--- config.mk ---
export PLATFORM = sky130hd
export DESIGN_NAME = serial_calendar_interface_unit_flat
export DESIGN_NICKNAME = d
export VERILOG_FILES = /design/src/sv/sci_pkg.sv /design/src/sv/sci_in_if.sv /design/src/sv/sci_out_if.sv /design/src/sv/sci_in_stage.sv /design/src/sv/sci_core.sv /design/src/sv/serial_calendar_interface_unit.sv /design/src/flat_wrapper.sv
export SDC_FILE = /design/constraint.sdc
export NUM_CORES = 1
export LEC_CHECK = 0
export BUFFER_PORTS_ARGS = -buffer_cell sky130_fd_sc_hd__buf_2
export CORE_MARGIN = 2
export CORE_UTILIZATION = 40
export DETAILED_ROUTE_END_ITERATION = 12
export GPL_ROUTABILITY_DRIVEN = 0
export SYNTH_ARGS = -nofsm -noshare
export SYNTH_HDL_FRONTEND = slang
export SYNTH_SLANG_ARGS = --single-unit
--- constraint.sdc ---
create_clock -name i_clk -period 13.6 [get_ports i_clk]
set_input_delay 2.72 -clock i_clk [delete_from_list [all_inputs] [get_ports i_clk]]
set_output_delay 2.72 -clock i_clk [all_outputs]
set_load 0.005 [all_outputs]
--- src/sv/sci_pkg.sv ---
// Types, command codes and the BCD helper of the serial calendar interface.
package sci_pkg;

    typedef enum logic {
        OP_WRITE = 1'b0,
        OP_READ  = 1'b1
    } t_op;

    localparam logic [3:0] CMD_WEEKDAY = 4'h0;
    localparam logic [3:0] CMD_HOUR    = 4'h2;
    localparam logic [3:0] CMD_SECOND  = 4'h4;
    localparam logic [3:0] CMD_MONTH   = 4'h6;
    localparam logic [3:0] CMD_ZERO    = 4'h8;
    localparam logic [3:0] CMD_DAY     = 4'ha;
    localparam logic [3:0] CMD_MINUTE  = 4'hc;
    localparam logic [3:0] CMD_YEAR    = 4'he;
    localparam logic [3:0] CMD_ONE     = 4'hf;

    localparam logic [7:0] VALUE_ODD_CMD = 8'h02;
    localparam logic [7:0] VALUE_ONE     = 8'h01;
    localparam logic [1:0] LAST_BIT      = 2'd3;

    typedef struct packed {
        logic       operation;
        logic       command_bit;
        logic [2:0] weekday;
        logic [4:0] hour;
        logic [5:0] minute;
        logic [5:0] second;
        logic [3:0] month;
        logic [4:0] day_of_month;
        logic [6:0] year_in_century;
    } t_in_item;

    typedef struct packed {
        logic read_bit;
    } t_out_item;

    typedef struct packed {
        logic     valid;
        t_in_item item;
    } t_stage;

    // Converts a value below 100 to two BCD digits; the tens digit comes from
    // a multiplication by the reciprocal of ten.
    function automatic logic [7:0] to_bcd(input logic [6:0] v);
        logic [14:0] prod;
        logic [3:0]  tens;
        logic [6:0]  tens_x10;
        logic [6:0]  units;
        prod     = 15'(v) * 15'd205;
        tens     = prod[14:11];
        tens_x10 = 7'({tens, 3'b000}) + 7'({tens, 1'b0});
        units    = v - tens_x10;
        return {tens, units[3:0]};
    endfunction

    function automatic logic [6:0] year_mod100(input logic [6:0] v);
        return (v >= 7'd100) ? (v - 7'd100) : v;
    endfunction

endpackage

--- src/sv/sci_in_if.sv ---
// Handshake channel that carries one bus access item into the block.
interface sci_in_if;
    logic              valid;
    logic              ready;
    sci_pkg::t_in_item item;

    modport source (output valid, output item, input ready);
    modport sink   (input valid, input item, output ready);
endinterface

--- src/sv/sci_out_if.sv ---
// Handshake channel that carries one result item out of the block.
interface sci_out_if;
    logic               valid;
    logic               ready;
    sci_pkg::t_out_item item;

    modport source (output valid, output item, input ready);
    modport sink   (input valid, input item, output ready);
endinterface

--- src/sv/sci_in_stage.sv ---
// Input register stage that holds one accepted bus access item.
module sci_in_stage (
    input  logic           i_clk,
    input  logic           i_rst_n,
    sci_in_if.sink         i_in,
    input  logic           i_advance,
    output sci_pkg::t_stage o_stage
);
    import sci_pkg::*;

    logic     r_valid;
    t_in_item r_item;
    logic     n_valid;
    logic     take;

    assign i_in.ready = !r_valid || i_advance;
    assign take       = i_in.valid && i_in.ready;
    assign n_valid    = take || (r_valid && !i_advance);

    always_ff @(posedge i_clk) begin
        if (!i_rst_n) begin
            r_valid <= 1'b0;
        end else begin
            r_valid <= n_valid;
        end
    end

    always_ff @(posedge i_clk) begin
        if (take) begin
            r_item <= i_in.item;
        end
    end

    assign o_stage.valid = r_valid;
    assign o_stage.item  = r_item;
endmodule

--- src/sv/sci_core.sv ---
// Command shifter, value selection, read mask and result register.
module sci_core (
    input  logic            i_clk,
    input  logic            i_rst_n,
    input  sci_pkg::t_stage i_stage,
    output logic            o_advance,
    sci_out_if.source       o_out
);
    import sci_pkg::*;

    logic [3:0] r_command_shift;
    logic [1:0] r_bit_count;
    logic [7:0] r_value_byte;
    logic [7:0] r_read_mask;
    logic       r_out_valid;
    logic       r_read_bit;

    logic [3:0] n_command_shift;
    logic [1:0] n_bit_count;
    logic [7:0] n_value_byte;
    logic [7:0] n_read_mask;
    logic       n_out_valid;
    logic       n_read_bit;
    logic [3:0] shifted_cmd;
    logic [7:0] selected;
    t_in_item   it;

    assign it          = i_stage.item;
    assign o_advance   = i_stage.valid && (!r_out_valid || o_out.ready);
    assign shifted_cmd = {r_command_shift[2:0], it.command_bit};

    always_comb begin
        unique case (shifted_cmd)
            CMD_WEEKDAY: selected = to_bcd({4'b0, it.weekday});
            CMD_HOUR:    selected = to_bcd({2'b0, it.hour});
            CMD_SECOND:  selected = to_bcd({1'b0, it.second});
            CMD_MONTH:   selected = to_bcd({3'b0, it.month});
            CMD_ZERO:    selected = 8'h00;
            CMD_DAY:     selected = to_bcd({2'b0, it.day_of_month});
            CMD_MINUTE:  selected = to_bcd({1'b0, it.minute});
            CMD_YEAR:    selected = to_bcd(year_mod100(it.year_in_century));
            CMD_ONE:     selected = VALUE_ONE;
            default:     selected = VALUE_ODD_CMD;
        endcase
    end

    always_comb begin
        n_command_shift = shifted_cmd;
        n_bit_count     = r_bit_count;
        n_value_byte    = r_value_byte;
        n_read_mask     = r_read_mask;
        n_read_bit      = r_read_bit;
        n_out_valid     = r_out_valid && !o_out.ready;
        if (o_advance) begin
            n_out_valid = 1'b1;
            if (t_op'(it.operation) == OP_READ) begin
                n_command_shift = r_command_shift;
                n_read_bit      = |(r_value_byte & r_read_mask);
                n_read_mask     = {r_read_mask[6:0], 1'b0};
            end else begin
                n_read_bit = 1'b0;
                if (r_bit_count == LAST_BIT) begin
                    n_bit_count  = 2'd0;
                    n_read_mask  = 8'h01;
                    n_value_byte = selected;
                end else begin
                    n_bit_count = r_bit_count + 2'd1;
                end
            end
        end else begin
            n_command_shift = r_command_shift;
        end
    end

    always_ff @(posedge i_clk) begin
        if (!i_rst_n) begin
            r_command_shift <= 4'd0;
            r_bit_count     <= 2'd0;
            r_value_byte    <= 8'd0;
            r_read_mask     <= 8'd0;
            r_out_valid     <= 1'b0;
        end else begin
            r_command_shift <= n_command_shift;
            r_bit_count     <= n_bit_count;
            r_value_byte    <= n_value_byte;
            r_read_mask     <= n_read_mask;
            r_out_valid     <= n_out_valid;
        end
    end

    always_ff @(posedge i_clk) begin
        r_read_bit <= n_read_bit;
    end

    assign o_out.valid         = r_out_valid;
    assign o_out.item.read_bit = r_read_bit;

    a_mask_onehot0: assert property (@(posedge i_clk) disable iff (!i_rst_n)
        $onehot0(r_read_mask))
        else $error("Read mask has more than one bit set.");

    a_latch_on_fourth: assert property (@(posedge i_clk) disable iff (!i_rst_n)
        o_advance && (it.operation == OP_WRITE) && (r_bit_count == LAST_BIT)
        |=> (r_read_mask == 8'h01) && (r_bit_count == 2'd0))
        else $error("Fourth command bit did not latch the command.");

    a_write_returns_zero: assert property (@(posedge i_clk) disable iff (!i_rst_n)
        o_advance && (it.operation == OP_WRITE) |=> r_out_valid && !r_read_bit)
        else $error("Write item produced a nonzero read bit.");

    a_idle_holds_state: assert property (@(posedge i_clk) disable iff (!i_rst_n)
        !o_advance |=> $stable(r_command_shift) && $stable(r_bit_count)
            && $stable(r_value_byte) && $stable(r_read_mask))
        else $error("State changed without an item.");
endmodule

--- src/sv/serial_calendar_interface_unit.sv ---
// Top level of the bit-serial calendar chip interface.
//
//   Channel  Direction  Payload
//   i_in     in         operation, command_bit and the current time fields
//   o_out    out        read_bit
//
// An item is taken into the input register, processed, and its result is
// registered in the output register.
// One item is accepted in every cycle while o_out does not stall; the input
// register and the result register keep the two sides apart.
// A stall on o_out holds the result and the pending item; i_in.ready drops
// only when both registers are full.
// Synchronous active-low reset clears the command, count, value, mask and valid flags.
module serial_calendar_interface_unit (
    input  logic      i_clk,
    input  logic      i_rst_n,
    sci_in_if.sink    i_in,
    sci_out_if.source o_out
);
    import sci_pkg::*;

    t_stage stage;
    logic   advance;

    sci_in_stage u_in_stage (
        .i_clk     (i_clk),
        .i_rst_n   (i_rst_n),
        .i_in      (i_in),
        .i_advance (advance),
        .o_stage   (stage)
    );

    sci_core u_core (
        .i_clk     (i_clk),
        .i_rst_n   (i_rst_n),
        .i_stage   (stage),
        .o_advance (advance),
        .o_out     (o_out)
    );
endmodule

--- src/flat_wrapper.sv ---
// flat-port wrapper written by rule: the top's interface ports become plain ports
module serial_calendar_interface_unit_flat import sci_pkg::*;
  (i_clk, i_rst_n, i_in_valid, i_in_item, i_in_ready, o_out_valid, o_out_item, o_out_ready);
  sci_in_if i_in_i ();
  sci_out_if o_out_i ();
  input  logic i_clk;
  input  logic i_rst_n;
  input wire logic [$bits(i_in_i.valid)-1:0] i_in_valid;
  input wire logic [$bits(i_in_i.item)-1:0] i_in_item;
  output wire logic [$bits(i_in_i.ready)-1:0] i_in_ready;
  output wire logic [$bits(o_out_i.valid)-1:0] o_out_valid;
  output wire logic [$bits(o_out_i.item)-1:0] o_out_item;
  input wire logic [$bits(o_out_i.ready)-1:0] o_out_ready;
  assign i_in_i.valid = i_in_valid;
  assign i_in_i.item = i_in_item;
  assign i_in_ready = i_in_i.ready;
  assign o_out_valid = o_out_i.valid;
  assign o_out_item = o_out_i.item;
  assign o_out_i.ready = o_out_ready;
  serial_calendar_interface_unit u_core (.i_clk(i_clk), .i_rst_n(i_rst_n), .i_in(i_in_i), .o_out(o_out_i));
endmodule
==> impl_metrics.py <==
metrics = {
    "worst_hold_path": {
        "hp-class": "register to register",
        "whs_path_depth": 2,
        "hold_start": "u_core.u_core.r_value_byte[4]",
        "hold_end": "u_core.u_core.r_value_byte[4]",
    },
    "global_routing": {
        "grt_max_degree": 39,
        "antenna_found_initial": 0,
        "grt_pass1_vias": 5076,
        "globalRouteTotalUtil": 0.1689,
        "overflow": 0,
        "grt_pass1_wl_microns": 23960,
    },
    "setup_path": {
        "critPathLaunchType": "register",
        "rr_worst_depth": 26,
        "cp.required_ns": 13.83,
        "cp_slowest_stage_delay_ns": 0.55,
        "r2r_end": "u_core.u_core.r_value_byte[2]",
        "cp_slowest_cell": "a2111oi_0",
        "crit_arrival_ns": 6.30,
        "r2r_slack_ns": 7.53,
        "end_kind": "register",
        "r2r_start": "u_core.u_in_stage.o_stage[0]",
        "worstSetupPathType": "register to register",
        "cp_max_fo": 5,
    },
    "layout": {
        "drive_gt1_frac": 0.1040,
        "final_util": 0.4525,
        "syn_to_final_growth_pct": 11.39,
        "insertedDiodeCount": 0,
        "fin_nets": 953,
    },
    "synthesis": {
        "synthArstFlopShare": 0,
        "ys_types": 61,
        "ys.flop_type": "edfxtp_1",
        "synth.avg_cell_area_sq_um": 9.816,
        "seq_area_frac_synth": 0.2448,
        "netlist.area_leader.share": 0.3022,
        "synth_warnings": 0,
        "syn-num-nets": 906,
        "synth_edf_count": 39,
        "syn-instance-count": 679,
        "netlist_area_sq_um": 6665,
        "synth-seq-cells": 62,
        "synthTopCellsByArea": "ha_1 (30%), edfxtp_1 (18%), fa_1 (7.2%)",
        "synth_top_area_cell": "ha_1",
    },
    "route": {
        "wl_per_cell_microns": 14.53,
        "drt_iter0_markers": 173,
        "totalWireLength_microns": 13820,
        "vias_per_cell": 5.144,
        "num_vias": 4892,
        "postRouteAntennaNets": 0,
        "drt-pass1-iter-count": 4,
        "drc": 0,
    },
    "timing": {
        "finalSetupViolCount": 0,
        "fin_skew_ns": 0.009723,
        "min_period_ns": 6.067,
        "hold_violations": 0,
        "fmax_mhz": 164.8,
        "final.setup.tns_ns": 0,
        "fin_ws_ns": 7.533,
        "slew_headroom": 0.3056,
        "worst_slew_pin_slew_ns": 1.042,
        "min_period_over_period": 0.4461,
        "rsz0062_at_grt": "false",
        "slew_viol_final": 0,
    },
    "clock_network": {
        "clk_pin_slew_ns": 0.06,
        "cts_hold_buf": 0,
        "cts_sinks": 62,
        "cts_tree": "yes",
        "cts-resized-gates": 0,
        "cts_buffer_depth": 2,
        "clkLatencyLatePin_ns": 0.35,
        "root_buffer": "clkbuf_16",
        "cts_made_buffers": 9,
        "h-tree-depth": 3,
        "cts_setup_buffers": 0,
    },
    "die": {
        "start_util": 0.4062,
        "die_w_microns": 133.1,
        "row_count": 47,
        "die_y_microns": 133.1,
        "dieArea_sq_um": 17710,
        "fp.coreArea_sq_um": 16410,
        "io_pins": 45,
    },
    "run": {
        "cap_violations": 0,
    },
    "pwr": {
        "peakVddDrop_v": 0.00008702,
        "p_leak_nw": 3.589,
        "p_per_area_nw_per_um2": 106.5,
    },
    "run_status": {
        "outcome": "finished clean",
    },
    "placed_design": {
        "hpwl_microns": 11260,
        "port_buffers": 44,
        "dp_slack_ns": 7.604,
    },
}
per-stage QoR:
step | instance area (sq um) | hold slack, ns | power [mW] | cells
2_1_floorplan | 6665 | 0.4355 | 0.4857 | 679
3_3_place_gp | 7131 | 0.4540 | 0.5523 | 935
3_5_place_dp | 7131 | 0.4572 | 0.5658 | 935
4_1_cts | 7425 | 0.4658 | 0.8021 | 951
5_1_grt | 7425 | 0.5092 | 0.8635 | 951
6_report | 7425 | 0.4637 | 0.7906 | 951
synthesized netlist by cell type, types with 5 or more instances:
cell	n
a21o_1	5
a21oi_1	25
a22oi_1	16
and2_1	10
clkbuf_1	7
dfxtp_1	23
edfxtp_1	39
fa_1	24
ha_1	161
inv_1	97
mux2i_1	7
nand2_1	30
nand3_1	8
nor2_1	40
nor2b_1	17
nor3_1	13
nor3b_1	5
o211ai_1	9
o21a_1	5
o21ai_0	15
o21ai_1	9
or2_2	8
xnor2_1	23
xor2_1	14
power breakdown:
| part | total (mW) | switching, mW | internal, mW |
|---|---|---|---|
| sequential | 0.219 | 0.00976 | 0.209 |
| combinational | 0.343 | 0.187 | 0.156 |
| clock | 0.229 | 0.0900 | 0.139 |
critical path, delay by kind of cell, from the launching register on:
family,cells,cell delay [ns]
AOI/OAI and AO/OA,10,2.00
xor gates and xnor gates,3,0.64
adders and majority gates,6,2.04
buffers and inverters,3,0.30
DFF,1,0.43
and+or+nand+nor,4,0.55
registers in the layout (all words and copies together) (netlist names):
register	count
u_core.u_core.r_value_byte	8
u_core.u_core.o_out.item	1
u_core.u_core.o_out.valid	1
u_core.u_in_stage.o_stage	38
u_core.u_core.r_bit_count	2
u_core.u_core.r_command_shift	3
u_core.u_in_stage.r_valid	1
u_core.u_core.r_read_mask	8
logic make-up (layout without fill, tap and decap cells):
family | after synthesis | after routing | share of synthesized area
xor+xnor | 39 | 39 | 0.05538
simple gates | 154 | 154 | 0.1190
flops | 62 | 62 | 0.2448
buf+inv | 105 | 157 | 0.05932
fa+ha+maj | 185 | 185 | 0.3743
compound gates | 127 | 127 | 0.1367
mux | 7 | 7 | 0.01051
how the worst max path moves through the flow:
stage,from,end,slack (ns),cells after the start
6_report,u_core.u_in_stage.o_stage[0],u_core.u_core.r_value_byte[2],7.53,26
5_1_grt,u_core.u_in_stage.o_stage[0],u_core.u_core.r_value_byte[2],6.91,26
4_1_cts,u_core.u_in_stage.o_stage[1],u_core.u_core.r_value_byte[2],7.56,26
3_5_place_dp,u_core.u_in_stage.o_stage[0],u_core.u_core.r_value_byte[2],7.60,26
3_3_place_gp,o_out_ready,i_in_ready,7.70,4
2_1_floorplan,o_out_ready,i_in_ready,7.92,2
layout make-up:
cell class                 count  area (sq um)
tap                          220         275.3
clock inverter                 5         30.03
inverter                      97         364.1
sequential                    62          1632
clock buffer                  11         264.0
timing repair buffer          44         220.2
multi-input combinational    512          4639
fill                        1564          8982
placed cells by master, fill, tap and decap left out, drive strengths merged, types with 3 or more instances in the layout:
cell and n:
a211oi 3, ha 161, o21a 5, or2 8, xnor2 23, xor2 14
inv 98, nor2 41, o2111ai 3, a31oi 4, and2 10, nand3b 3
o211ai 9, nor3 13, a21o 5, o211a 3, a21oi 25, edfxtp 39
a2111oi 4, dfxtp 23, o22ai 4, nor2b 17, nand2b 3, nor4 3
fa 24, a22oi 16, nand3 8, clkinv 4, mux2i 7, o31ai 3
buf 44, nor3b 5, o21ai 25, nand2 30, clkbuf 11, nand4 3
a21boi 4
layer usage:
metal  vias to the layer above  GRT usage  wire length, microns
li1                       2509          -                     -
met1                      2284     0.2169                  6576
met2                        81     0.2858                  6535
met3                        18    0.03678                   498
met4                         0    0.04839                   210
met5                         -          0                     0
(Power assumes the default switching activity.)
